`src/rtl/core/mpq_pkg.sv`:
```
`timescale 1ns / 1ps

package mpq_pkg;

   // Port field widths, fixed by the channel format
   localparam int IN_VALUE_WIDTH   = 16;
   localparam int OUT_VALUE_WIDTH  = 16;
   localparam int STATUS_WIDTH     = 2;
   localparam int FILL_COUNT_WIDTH = 5;

   // Request kinds
   localparam logic REQ_INSERT = 1'b0;
   localparam logic REQ_REMOVE = 1'b1;

   // Result status codes
   localparam logic [STATUS_WIDTH-1:0] STATUS_OK    = 2'd0;
   localparam logic [STATUS_WIDTH-1:0] STATUS_EMPTY = 2'd1;
   localparam logic [STATUS_WIDTH-1:0] STATUS_FULL  = 2'd2;

   typedef enum logic [2:0] {
      ST_IDLE,
      ST_CHECK,
      ST_INS_CMP,
      ST_INS_PUT,
      ST_REM_TAKE,
      ST_DONE
   } mpq_state_type;

   // Controller to datapath
   typedef struct packed {
      logic accept;
      logic rem_read;
      logic ins_read;
      logic ins_shift;
      logic ins_put;
      logic rem_take;
      logic load_rsp;
   } mpq_cmd_type;

   // Datapath to controller
   typedef struct packed {
      logic is_remove;
      logic is_ok;
      logic k_zero;
      logic k_one;
      logic shift_needed;
   } mpq_sts_type;

endpackage

```
`src/rtl/core/mpq_req_if.sv`:
```
`timescale 1ns / 1ps

interface mpq_req_if;
   logic                               valid;
   logic                               ready;
   logic                               req_type;
   logic [mpq_pkg::IN_VALUE_WIDTH-1:0] in_value;

   modport source (output valid, output req_type, output in_value, input ready);
   modport sink (input valid, input req_type, input in_value, output ready);
endinterface

```
`src/rtl/core/mpq_rsp_if.sv`:
```
`timescale 1ns / 1ps

interface mpq_rsp_if;
   logic                                 valid;
   logic                                 ready;
   logic [mpq_pkg::OUT_VALUE_WIDTH-1:0]  out_value;
   logic                                 out_valid;
   logic [mpq_pkg::STATUS_WIDTH-1:0]     status;
   logic [mpq_pkg::FILL_COUNT_WIDTH-1:0] fill_count;

   modport source (output valid, output out_value, output out_valid, output status,
                   output fill_count, input ready);
   modport sink (input valid, input out_value, input out_valid, input status,
                 input fill_count, output ready);
endinterface

```
`src/rtl/core/mpq_ram.sv`:
```
`timescale 1ns / 1ps

module mpq_ram #(
   parameter int DATA_WIDTH = 16,
   parameter int DEPTH      = 16
) (
   input  logic                         clock,
   input  logic                         wr_en,
   input  logic [$clog2(DEPTH)-1:0]     wr_addr,
   input  logic [DATA_WIDTH-1:0]        wr_data,
   input  logic                         rd_en,
   input  logic [$clog2(DEPTH)-1:0]     rd_addr,
   output logic [DATA_WIDTH-1:0]        rd_data
);

   logic [DATA_WIDTH-1:0] mem_ff [DEPTH];
   logic [DATA_WIDTH-1:0] rd_data_ff;

   always_ff @(posedge clock) begin
      if (wr_en) begin
         mem_ff[wr_addr] <= wr_data;
      end
      if (rd_en) begin
         rd_data_ff <= mem_ff[rd_addr];
      end
   end

   assign rd_data = rd_data_ff;

endmodule

```
`src/rtl/core/mpq_ctrl.sv`:
```
`timescale 1ns / 1ps

module mpq_ctrl (
   input  logic                 clock,
   input  logic                 reset,
   input  logic                 req_valid,
   output logic                 req_ready,
   output logic                 rsp_valid,
   input  logic                 rsp_ready,
   input  mpq_pkg::mpq_sts_type sts,
   output mpq_pkg::mpq_cmd_type cmd
);

   mpq_pkg::mpq_state_type state_ff, state_in;
   logic                   rsp_valid_ff, rsp_valid_in;

   always_ff @(posedge clock) begin
      if (reset) begin
         state_ff     <= mpq_pkg::ST_IDLE;
         rsp_valid_ff <= 1'b0;
      end else begin
         state_ff     <= state_in;
         rsp_valid_ff <= rsp_valid_in;
      end
   end

   always_comb begin
      state_in     = state_ff;
      cmd          = '0;
      req_ready    = 1'b0;
      rsp_valid_in = rsp_valid_ff && !rsp_ready;
      case (state_ff)
         mpq_pkg::ST_IDLE: begin
            req_ready = 1'b1;
            if (req_valid) begin
               cmd.accept = 1'b1;
               state_in   = mpq_pkg::ST_CHECK;
            end
         end
         mpq_pkg::ST_CHECK: begin
            if (!sts.is_ok) begin
               state_in = mpq_pkg::ST_DONE;
            end else if (sts.is_remove) begin
               cmd.rem_read = 1'b1;
               state_in     = mpq_pkg::ST_REM_TAKE;
            end else if (sts.k_zero) begin
               state_in = mpq_pkg::ST_INS_PUT;
            end else begin
               cmd.ins_read = 1'b1;
               state_in     = mpq_pkg::ST_INS_CMP;
            end
         end
         mpq_pkg::ST_INS_CMP: begin
            // move larger entries up one slot until the gap reaches the new value
            if (sts.shift_needed) begin
               cmd.ins_shift = 1'b1;
               state_in      = sts.k_one ? mpq_pkg::ST_INS_PUT : mpq_pkg::ST_INS_CMP;
            end else begin
               cmd.ins_put = 1'b1;
               state_in    = mpq_pkg::ST_DONE;
            end
         end
         mpq_pkg::ST_INS_PUT: begin
            cmd.ins_put = 1'b1;
            state_in    = mpq_pkg::ST_DONE;
         end
         mpq_pkg::ST_REM_TAKE: begin
            cmd.rem_take = 1'b1;
            state_in     = mpq_pkg::ST_DONE;
         end
         mpq_pkg::ST_DONE: begin
            // hold until the output register is free
            if (!rsp_valid_ff || rsp_ready) begin
               cmd.load_rsp = 1'b1;
               rsp_valid_in = 1'b1;
               state_in     = mpq_pkg::ST_IDLE;
            end
         end
         default: begin
            state_in = mpq_pkg::ST_IDLE;
         end
      endcase
   end

   assign rsp_valid = rsp_valid_ff;

   a_no_overwrite: assert property (@(posedge clock) disable iff (reset)
      (state_ff == mpq_pkg::ST_DONE && rsp_valid_ff && !rsp_ready)
      |=> (state_ff == mpq_pkg::ST_DONE))
      else $error("pending response would be overwritten");

   a_cmp_is_insert: assert property (@(posedge clock) disable iff (reset)
      (state_ff == mpq_pkg::ST_INS_CMP) |-> !sts.is_remove)
      else $error("insert walk running for a remove request");

   a_rsp_held: assert property (@(posedge clock) disable iff (reset)
      (rsp_valid_ff && !rsp_ready) |=> rsp_valid_ff)
      else $error("response dropped before it was taken");

endmodule

```
`src/rtl/core/mpq_dpath.sv`:
```
`timescale 1ns / 1ps

module mpq_dpath #(
   parameter int QUEUE_DEPTH = 16,
   parameter int VALUE_WIDTH = 16
) (
   input  logic                                   clock,
   input  logic                                   reset,
   input  mpq_pkg::mpq_cmd_type                   cmd,
   output mpq_pkg::mpq_sts_type                   sts,
   input  logic                                   req_type,
   input  logic [mpq_pkg::IN_VALUE_WIDTH-1:0]     in_value,
   output logic [mpq_pkg::OUT_VALUE_WIDTH-1:0]    out_value,
   output logic                                   out_valid,
   output logic [mpq_pkg::STATUS_WIDTH-1:0]       status,
   output logic [mpq_pkg::FILL_COUNT_WIDTH-1:0]   fill_count
);

   localparam int CW  = $clog2(QUEUE_DEPTH + 1);
   localparam int AW  = $clog2(QUEUE_DEPTH);
   localparam int OVW = mpq_pkg::OUT_VALUE_WIDTH;
   localparam int FCW = mpq_pkg::FILL_COUNT_WIDTH;

   logic [CW-1:0]          count_ff, count_in;
   logic [CW-1:0]          k_ff, k_in;
   logic [VALUE_WIDTH-1:0] value_ff, value_in;
   logic                   remove_ff;
   logic [mpq_pkg::STATUS_WIDTH-1:0] status_ff;

   logic [OVW-1:0]         rsp_value_ff;
   logic                   rsp_vld_ff;
   logic [mpq_pkg::STATUS_WIDTH-1:0] rsp_status_ff;
   logic [FCW-1:0]         rsp_fill_ff;

   logic [VALUE_WIDTH-1:0] rd_data;
   logic [VALUE_WIDTH-1:0] wr_data;
   logic [AW-1:0]          rd_addr;
   logic [CW-1:0]          count_m1, k_m1, k_m2;
   logic                   rd_en, wr_en;
   logic [mpq_pkg::STATUS_WIDTH-1:0] status_new;

   assign count_m1 = count_ff - CW'(1);
   assign k_m1     = k_ff - CW'(1);
   assign k_m2     = k_ff - CW'(2);

   always_comb begin
      if (req_type == mpq_pkg::REQ_REMOVE) begin
         status_new = (count_ff == '0) ? mpq_pkg::STATUS_EMPTY : mpq_pkg::STATUS_OK;
      end else begin
         status_new = (count_ff == CW'(QUEUE_DEPTH)) ? mpq_pkg::STATUS_FULL
                                                      : mpq_pkg::STATUS_OK;
      end
   end

   always_comb begin
      count_in = count_ff;
      k_in     = k_ff;
      value_in = value_ff;
      if (cmd.accept) begin
         k_in     = count_ff;
         value_in = VALUE_WIDTH'(in_value);
      end
      if (cmd.ins_shift) begin
         k_in = k_m1;
      end
      if (cmd.ins_put) begin
         count_in = count_ff + CW'(1);
      end
      if (cmd.rem_take) begin
         count_in = count_m1;
         value_in = rd_data;
      end
   end

   always_ff @(posedge clock) begin
      if (reset) begin
         count_ff <= '0;
         k_ff     <= '0;
      end else begin
         count_ff <= count_in;
         k_ff     <= k_in;
      end
   end

   always_ff @(posedge clock) begin
      value_ff <= value_in;
      if (cmd.accept) begin
         remove_ff <= req_type;
         status_ff <= status_new;
      end
      if (cmd.load_rsp) begin
         rsp_vld_ff    <= remove_ff && (status_ff == mpq_pkg::STATUS_OK);
         rsp_value_ff  <= (remove_ff && (status_ff == mpq_pkg::STATUS_OK))
                          ? OVW'(value_ff) : '0;
         rsp_status_ff <= status_ff;
         rsp_fill_ff   <= FCW'(count_ff);
      end
   end

   // entries held in ascending order; the largest sits at count - 1
   always_comb begin
      rd_en = cmd.rem_read || cmd.ins_read || cmd.ins_shift;
      if (cmd.rem_read) begin
         rd_addr = count_m1[AW-1:0];
      end else if (cmd.ins_shift) begin
         rd_addr = k_m2[AW-1:0];
      end else begin
         rd_addr = k_m1[AW-1:0];
      end
      wr_en   = cmd.ins_shift || cmd.ins_put;
      wr_data = cmd.ins_shift ? rd_data : value_ff;
   end

   mpq_ram #(
      .DATA_WIDTH (VALUE_WIDTH),
      .DEPTH      (QUEUE_DEPTH)
   ) u_ram (
      .clock   (clock),
      .wr_en   (wr_en),
      .wr_addr (k_ff[AW-1:0]),
      .wr_data (wr_data),
      .rd_en   (rd_en),
      .rd_addr (rd_addr),
      .rd_data (rd_data)
   );

   always_comb begin
      sts.is_remove    = (remove_ff == mpq_pkg::REQ_REMOVE);
      sts.is_ok        = (status_ff == mpq_pkg::STATUS_OK);
      sts.k_zero       = (k_ff == '0);
      sts.k_one        = (k_ff == CW'(1));
      sts.shift_needed = (rd_data > value_ff);
   end

   assign out_value  = rsp_value_ff;
   assign out_valid  = rsp_vld_ff;
   assign status     = rsp_status_ff;
   assign fill_count = rsp_fill_ff;

   a_put_grows: assert property (@(posedge clock) disable iff (reset)
      cmd.ins_put |=> (count_ff == $past(count_ff) + CW'(1)))
      else $error("insert did not raise the entry count");

   a_take_shrinks: assert property (@(posedge clock) disable iff (reset)
      cmd.rem_take |=> (count_ff == $past(count_ff) - CW'(1)))
      else $error("remove did not lower the entry count");

   a_shift_in_range: assert property (@(posedge clock) disable iff (reset)
      cmd.ins_shift |-> (k_ff != '0) && (k_ff <= count_ff))
      else $error("shift outside the held entries");

endmodule

```
`src/rtl/core/max_priority_queue_core.sv`:
```
`timescale 1ns / 1ps

// Channel    Dir  Fields                                        Handshake
// req_chan   in   req_type, in_value                            valid / ready
// rsp_chan   out  out_value, out_valid, status, fill_count      valid / ready
//
// Insert: after the check, each held entry larger than the value moves up one slot,
// one entry a cycle through the single entry RAM, and the value is put in the gap.
// Remove reads and takes the largest entry; a rejected request goes to the result.
// Reset clears the entry count and the walk index; the RAM is never cleared.
// A finished result waits in the output register while the next request is taken.

module max_priority_queue_core #(
   parameter int QUEUE_DEPTH = 16,
   parameter int VALUE_WIDTH = 16
) (
   input  logic     clock,
   input  logic     reset,
   mpq_req_if.sink  req_chan,
   mpq_rsp_if.source rsp_chan
);

   mpq_pkg::mpq_cmd_type cmd;
   mpq_pkg::mpq_sts_type sts;

   mpq_ctrl u_ctrl (
      .clock     (clock),
      .reset     (reset),
      .req_valid (req_chan.valid),
      .req_ready (req_chan.ready),
      .rsp_valid (rsp_chan.valid),
      .rsp_ready (rsp_chan.ready),
      .sts       (sts),
      .cmd       (cmd)
   );

   mpq_dpath #(
      .QUEUE_DEPTH (QUEUE_DEPTH),
      .VALUE_WIDTH (VALUE_WIDTH)
   ) u_dpath (
      .clock      (clock),
      .reset      (reset),
      .cmd        (cmd),
      .sts        (sts),
      .req_type   (req_chan.req_type),
      .in_value   (req_chan.in_value),
      .out_value  (rsp_chan.out_value),
      .out_valid  (rsp_chan.out_valid),
      .status     (rsp_chan.status),
      .fill_count (rsp_chan.fill_count)
   );

endmodule
```
`src/flat_wrapper.sv`:
```
// flat-port wrapper written by rule: the top's interface ports become plain ports
module max_priority_queue_core_flat 
#(
   parameter int QUEUE_DEPTH = 16,
   parameter int VALUE_WIDTH = 16
)
  (clock, reset, req_chan_valid, req_chan_req_type, req_chan_in_value, req_chan_ready, rsp_chan_valid, rsp_chan_out_value, rsp_chan_out_valid, rsp_chan_status, rsp_chan_fill_count, rsp_chan_ready);
  mpq_req_if req_chan_i ();
  mpq_rsp_if rsp_chan_i ();
  input  logic clock;
  input  logic reset;
  input wire logic [$bits(req_chan_i.valid)-1:0] req_chan_valid;
  input wire logic [$bits(req_chan_i.req_type)-1:0] req_chan_req_type;
  input wire logic [$bits(req_chan_i.in_value)-1:0] req_chan_in_value;
  output wire logic [$bits(req_chan_i.ready)-1:0] req_chan_ready;
  output wire logic [$bits(rsp_chan_i.valid)-1:0] rsp_chan_valid;
  output wire logic [$bits(rsp_chan_i.out_value)-1:0] rsp_chan_out_value;
  output wire logic [$bits(rsp_chan_i.out_valid)-1:0] rsp_chan_out_valid;
  output wire logic [$bits(rsp_chan_i.status)-1:0] rsp_chan_status;
  output wire logic [$bits(rsp_chan_i.fill_count)-1:0] rsp_chan_fill_count;
  input wire logic [$bits(rsp_chan_i.ready)-1:0] rsp_chan_ready;
  assign req_chan_i.valid = req_chan_valid;
  assign req_chan_i.req_type = req_chan_req_type;
  assign req_chan_i.in_value = req_chan_in_value;
  assign req_chan_ready = req_chan_i.ready;
  assign rsp_chan_valid = rsp_chan_i.valid;
  assign rsp_chan_out_value = rsp_chan_i.out_value;
  assign rsp_chan_out_valid = rsp_chan_i.out_valid;
  assign rsp_chan_status = rsp_chan_i.status;
  assign rsp_chan_fill_count = rsp_chan_i.fill_count;
  assign rsp_chan_i.ready = rsp_chan_ready;
  max_priority_queue_core #(.QUEUE_DEPTH(QUEUE_DEPTH), .VALUE_WIDTH(VALUE_WIDTH)) u_core (.clock(clock), .reset(reset), .req_chan(req_chan_i), .rsp_chan(rsp_chan_i));
endmodule
```
`config.mk`:
```
export PLATFORM = sky130hd
export DESIGN_NAME = max_priority_queue_core_flat
export DESIGN_NICKNAME = d
export VERILOG_FILES = /design/src/rtl/core/mpq_pkg.sv /design/src/rtl/core/mpq_req_if.sv /design/src/rtl/core/mpq_rsp_if.sv /design/src/rtl/core/mpq_ram.sv /design/src/rtl/core/mpq_ctrl.sv /design/src/rtl/core/mpq_dpath.sv /design/src/rtl/core/max_priority_queue_core.sv /design/src/flat_wrapper.sv
export SDC_FILE = /design/constraint.sdc
export NUM_CORES = 1
export LEC_CHECK = 0
export ABC_AREA = 1
export ABC_CLOCK_PERIOD_IN_PS = 2650
export BUFFER_PORTS_ARGS = -buffer_cell sky130_fd_sc_hd__buf_2
export CAP_MARGIN = 30
export CELL_PAD_IN_SITES_DETAIL_PLACEMENT = 1
export CELL_PAD_IN_SITES_GLOBAL_PLACEMENT = 2
export CORE_MARGIN = 2
export CORE_UTILIZATION = 37
export DETAILED_ROUTE_END_ITERATION = 8
export GPL_TIMING_DRIVEN = 1
export PLACE_DENSITY = 0.74
export RECOVER_POWER = 100
export SLEW_MARGIN = 40
export SYNTH_ARGS = -nofsm -noshare
export SYNTH_HDL_FRONTEND = slang
export SYNTH_SLANG_ARGS = --single-unit
export TNS_END_PERCENT = 100
```
`constraint.sdc`:
```
create_clock -name clock -period 2.65 [get_ports clock]
set_input_delay 0.265 -clock clock [delete_from_list [all_inputs] [get_ports clock]]
set_output_delay 0.265 -clock clock [all_outputs]
set_load 0.02 [all_outputs]
```
Word level (Yosys, flattened, before mapping)
Memory sizes are Yosys's and may differ from the RTL's. A register that Yosys moved wholly into a read port is not among the register bits.
Cells that the tools add are included.
W data, S select, Z words.
{"block": "word_totals", "latch_bits": 0, "mem_count": 1, "word_cells": 82, "ram_bits": 256, "mem_bits_ro": 0, "in_bits": 21, "ff_bits": 57, "out_inout_bits": 26}
{"block": "op_classes", "div_mod_pow": 0, "n_eq_ne": 9, "n_mul": 0, "add_sub_neg": 4, "n_reduce_logical": 17, "order_cmp": 1, "bitwise": 0, "n_mux": 39, "n_shift": 0}
{"memory": "u_core.u_dpath.u_ram.mem_ff", "words": 16, "word_bits": 16, "rd": 1, "rd_clocked_by_memory_dff": 1, "write_ports": 1, "line": "mpq_ram.sv:16", "text": "logic [DATA_WIDTH-1:0] mem_ff [DEPTH];"}
{"operator": "$mux W16", "count": 3}
{"operator": "$mux W5", "count": 4}
{"operator": "$mux W1", "count": 19}
{"operator": "$gt A16 B16 Y1", "count": 1}
{"operator": "$mux W3", "count": 5}
{"operator": "$pmux W3 S5", "count": 1}
{"operator": "$logic_not A5 Y1", "count": 2}
{"operator": "$sub A5 B1 Y5 const B", "count": 2}
{"operator": "$mux W2", "count": 4}
{"operator": "$mux W4", "count": 2}
{"operator": "$eq A3 B2 Y1 const B", "count": 2}
{"operator": "$eq A3 B3 Y1 const B", "count": 2}
{"operator": "$reduce_bool A2 Y1", "count": 3}
{"operator": "$add A5 B1 Y5 const B", "count": 1}
{"operator": "$eq A5 B1 Y1 const B", "count": 1}
{"operator": "$eq A5 B5 Y1 const B", "count": 1}
{"operator": "$logic_or A1 B1 Y1", "count": 4}
{"operator": "$ne A2 B2 Y1 const B", "count": 2}
{"operator": "$sub A4 B2 Y4 const B", "count": 1}
{"operator": "$eq A3 B1 Y1 const B", "count": 1}
{"operator": "$logic_not A3 Y1", "count": 1}
{"operator": "$logic_and A1 B1 Y1", "count": 2}
{"operator": "$logic_not A1 Y1", "count": 2}
{"operator": "$logic_not A2 Y1", "count": 1}
{"operator": "other kinds (3)", "count": 3}

Longest topological paths before layout
{"block": "depth", "ltp_word": 7, "ltp_mapped": 22}

Cells and area by module
A second synthesis with hierarchy kept.
{"block": "unflattened", "cells_unflattened": 1476, "hier_area_um2": 14846.7}
{"mod": "mpq_ram", "seq_area_each_um2": 8167.8, "area_per_inst_um2": 11541.1, "n_inst": 1, "cells_per_inst": 1074}
{"mod": "mpq_dpath", "seq_area_each_um2": 1491.4, "area_per_inst_um2": 2971.6, "n_inst": 1, "cells_per_inst": 348}
{"mod": "mpq_ctrl", "seq_area_each_um2": 80.1, "area_per_inst_um2": 334.1, "n_inst": 1, "cells_per_inst": 54}

Least setup slack after synthesis
Ideal clock, no wire load.
{"block": "synth_path", "kind": "register to register", "start": "register u_core.u_dpath.u_ram.rd_data_ff[7], in the netlist u_core.u_dpath.u_ram.rd_data[7], read port of u_core.u_dpath.u_ram.mem_ff", "end": "memory u_core.u_dpath.u_ram.mem_ff[0][0], enable pin", "arrival_ps": 2296, "path_stages_with_launch": 13, "period_less_slack_ps": 2684, "required_ps": 2262, "setup_ps": 388, "setup_slack_ps": -34, "cell_sequence": "edfxtp_1 -> ha_1 -> nand2_1 -> nor2_1 -> nand2_1 -> nand2_1 -> nand2_1 -> nand2_2 -> nand3_2 -> buf_6 -> nand3_1 -> nand2_1 -> nor2_1"}
{"block": "synth_between", "elab_chain_len": 6, "word_cells_on_any_way": 8, "cone_classes": "order compare (1); mux (6); reduce/logical (1)"}
{"item": "start: declaration", "line": "mpq_ram.sv:17", "text": "logic [DATA_WIDTH-1:0] rd_data_ff;"}
{"item": "$gt A16 B16 Y1 *", "line": "mpq_dpath.sv:132", "text": "sts.shift_needed = (rd_data > value_ff);"}
{"item": "$mux W1", "line": "mpq_ctrl.sv:55", "text": "if (sts.shift_needed) begin"}
{"item": "$pmux W1 S2 / $mux W1 (equally long branches)", "line": "mpq_ctrl.sv:32", "text": "case (state_ff)"}
{"item": "$logic_or A1 B1 Y1 *", "line": "mpq_dpath.sv:110", "text": "wr_en = cmd.ins_shift || cmd.ins_put;"}
{"item": "$mux W1 *", "line": "mpq_ram.sv:20", "text": "if (wr_en) begin"}
{"item": "$mux W1 (implied by the code) *", "line": "mpq_ram.sv:21", "text": "mem_ff[wr_addr] <= wr_data;"}
{"item": "end: declaration", "line": "mpq_ram.sv:16"}
Every way passes the cells marked *; elsewhere a longest branch is shown, timed or not.

Final worst setup path
{"block": "layout_path", "start": "register u_core.u_dpath.u_ram.rd_data_ff[11], in the netlist u_core.u_dpath.u_ram.rd_data[11], read port of u_core.u_dpath.u_ram.mem_ff", "end": "register u_core.u_dpath.u_ram.rd_data_ff[14], in the netlist u_core.u_dpath.u_ram.rd_data[14], read port of u_core.u_dpath.u_ram.mem_ff (data pin)"}
{"block": "layout_between", "elab_chain_len": 5, "word_cells_on_any_way": 6, "cone_classes": "order compare (1); mux (4); reduce/logical (1)"}
{"item": "$gt A16 B16 Y1 *", "line": "mpq_dpath.sv:132"}
{"item": "$mux W1 *", "line": "mpq_ctrl.sv:55"}
{"item": "$mux W1 *", "line": "mpq_ctrl.sv:32"}
{"item": "$mux W4", "line": "mpq_dpath.sv:105", "text": "end else if (cmd.ins_shift) begin"}
{"item": "$mux W4", "line": "mpq_dpath.sv:103", "text": "if (cmd.rem_read) begin"}
Marks and branches as above.
A chain may end at the register's enable or synchronous reset.

==> flow_summary.json <==
{
  "fin_crit_sh_pct": 114.9,
  "violations": "negative setup slack",
  "ys.flop_type": "edfxtp_1",
  "cts_buffers": 37,
  "synth_fa_ha_area_share_pct": 2.151,
  "synth-simple-area-share_pct": 21.70,
  "initial_core_util_pct": 37.30,
  "crit_type": "flip-flop to flip-flop",
  "timing.fmax_mhz": 328.4,
  "syn_to_final_growth_pct": 35.82,
  "gp_routability_congestion": 0.7847,
  "nets": 1730,
  "ys_ff_latch": 329,
  "status": "finished with violations",
  "synth_top_family_by_area": "simple AND/OR/NAND/NOR gates",
  "cts_tree": "built",
  "htree_levels": 2,
  "synth_warnings": 0,
  "fin_ws_ns": -0.3949,
  "stdcell_area_mm2": 0.02055,
  "drtIter0Drc": 911,
  "max_cap_viol_count": 0,
  "period_minus_slack_ns": 3.045,
  "dieArea_mm2": 0.04252,
  "grt_use_total_pct": 24.00,
  "min_path_type": "primary input to flip-flop",
  "wl_per_cell_um": 23.42,
  "synth_cell_types": 36,
  "synthArstFlopShare_pct": 0,
  "drcViolationCount": 0,
  "postRouteAntennaNets": 0,
  "rsz0062_at_grt": "yes",
  "synth_area_leader_cell": "edfxtp_1",
  "drv_slew": 0,
  "worst_pin_slew_ns": 1.254,
  "num_rows": 74,
  "mappedNetlistArea_mm2": 0.01513,
  "routed_via_density": 5.232,
  "cp-start-kind": "flip-flop",
  "hold_viol": 0,
  "synth_nets": 1502,
  "layout-drive-gt1-share_pct": 27.74,
  "grt_pass1_wl_um": 74400,
  "path_clk_slew_ns": 0.06,
  "critPathMaxFanout": 8,
  "overflow": 0,
  "syn_area_per_cell_um2": 10.40,
  "endpoint_kind": "flip-flop",
  "p_per_area_mw_per_mm2": 1076,
  "ioPinCount": 47,
  "synth_xor_area_share_pct": 0.4549,
  "netlist_instances": 1455,
  "antenna_cells": 0,
  "irDropWorstVdd_mv": 0.5375,
  "io_buffers": 46,
  "clock_latency_ns": 0.56,
  "synth_compound_area_share_pct": 2.217,
  "placedInstanceArea_mm2": 0.01730,
  "clock-root-buffer": "clkbuf_16",
  "whs_ns": 0.01959,
  "worstPathRequired_ns": 2.93,
  "arrival_ns": 3.32,
  "clock-sinks": 329,
  "coreArea_mm2": 0.04055,
  "hpwl_um": 28850,
  "synth_edf_count": 315,
  "leakage_uw": 0.008573,
  "slew_headroom_pct": 16.39,
  "cts_max_path_buffers": 3,
  "seq_area_frac_synth_pct": 64.38,
  "grt_pass1_vias": 12108,
  "synth.top_cells.by_area": "edfxtp_1 (63%), nand3_1 (10%), nand2_1 (6.5%)",
  "grt_max_degree": 113,
  "wl_um": 52480,
  "setup_viol": 389,
  "muxShareOfSynthArea_pct": 0,
  "via_count": 11725,
  "fin_skew_ns": 0.02895,
  "antenna_found_initial": 1,
  "fp.dieW_um": 206.2,
  "fillCellCount": 4321,
  "drt_pass1_iterations": 5,
  "synth_common_cells": "edfxtp_1 (315), nand3_1 (315), nand2_1 (262), inv_1 (257), nor2_1 (51)",
  "yosys.area.top_type_share_pct": 62.53,
  "die_h_um": 206.2
}
registers in the layout, indices dropped and copies added (netlist names):
name,flops
u_core.u_dpath.out_valid,1
u_core.u_dpath.out_value,16
u_core.u_dpath.status,2
u_core.u_dpath.count_ff,5
u_core.u_dpath.fill_count,5
u_core.u_dpath.u_ram.mem_ff,256
u_core.u_dpath.remove_ff,1
u_core.u_dpath.value_ff,16
u_core.u_ctrl.state_ff,3
u_core.u_dpath.status_ff,2
u_core.u_dpath.k_ff,5
u_core.u_ctrl.rsp_valid,1
u_core.u_dpath.u_ram.rd_data,16
logic make-up after synthesis:
group / Yosys count
AO/OA/AOI/OAI: 59
XOR/XNOR: 7
adder cells (fa/ha/maj): 26
buffers and inverters: 335
flip-flops: 329
AND/OR/NAND/NOR: 699
report_power, final:
group          switching, µW  internal, µW
Clock                   2120          2730
Sequential               158          6660
Combinational           6170          4270
Total                   8460         13700
path summary, 6_finish.rpt:
| path | startpoint | endpoint | slack (ns) | cells after the start |
|---|---|---|---|---|
| min reg2reg | u_core.u_dpath.status_ff[1]$_SDFFCE_PP0P_ | u_core.u_dpath.status[1]$_DFFE_PP_ | 0.46 | 0 |
| min | req_chan_in_value[13] | u_core.u_dpath.value_ff[13]$_DFFE_PP_ | 0.02 | 3 |
| max reg2reg | u_core.u_dpath.u_ram.rd_data[11]$_DFFE_PP_ | u_core.u_dpath.u_ram.rd_data[14]$_DFFE_PP_ | -0.39 | 15 |
| max | u_core.u_dpath.u_ram.rd_data[11]$_DFFE_PP_ | u_core.u_dpath.u_ram.rd_data[14]$_DFFE_PP_ | -0.39 | 15 |
layout make-up:
type / count / area, µm² / share of cell area (%)
well taps: 532 / 665.6 / 3.240
inverters: 263 / 997.2 / 4.854
clock inverters: 20 / 135.1 / 0.6577
repair buffers: 261 / 3024 / 14.72
flip-flops and latches: 329 / 9739 / 47.40
multi-input cells: 791 / 5007 / 24.37
clock buffers: 45 / 977.2 / 4.756
routing by layer:
layer | wire [µm] | track usage (%) | vias up
li1 | - | - | 5345
met2 | 25560 | 40.99 | 348
met3 | 3274 | 4.857 | 100
met4 | 1622 | 8.240 | 0
met5 | 0 | 0 | -
met1 | 22020 | 30.31 | 5932
through the flow:
stage / utilization (%) / setup slack [ns] / cells / total power, µW / TNS (ns)
finish: 50.66 / -0.3949 / 2241 / 22110 / -22.15
detailed placement: 42.67 / -0.5405 / 2100 / 14510 / -82.40
global route: 50.66 / -0.4846 / 2241 / 23150 / -51.87
CTS: 48.49 / -0.4088 / 2207 / 20940 / -16.83
global placement: 42.67 / -0.5048 / 2100 / 14400 / -70.99
floorplan: - / -0.03395 / 1455 / 10900 / -8.692
critical path: stages, from the launching register on:
cell and delay, ns:
edfxtp_1 0.53, ha_4 0.34, nand4_1 0.13, nor3_4 0.20, nand3_2 0.14, buf_6 0.15, nand4_1 0.18, nand3_4 0.20
nand2_8 0.17, buf_12 0.16, buf_12 0.15, nand2_1 0.07, nand3_1 0.07, nand3_1 0.10, nand3_2 0.08, nand2_2 0.09
layout by cell type (no fill, tap or decap), drive strengths merged, types with 6 or more instances in the layout:
master,n
nand3,319
edfxtp,315
nand2,269
inv,263
buf,212
clkbuf,89
nor2,52
nand3b,48
o21ai,31
ha,26
clkinv,19
a21oi,18
dfxtp,14
nor3,6
repair_timing:
action / in CTS / in global routing
endpoints found under the hold margin: 5 / 0
setup buffers: 24 / 27
setup endpoints to repair: 496 / 500
pin swaps: 47 / 85
gates resized for setup: 136 / 163
hold buffers: 5 / 0
cloned: 13 / 12
(Power assumes the default switching activity.)
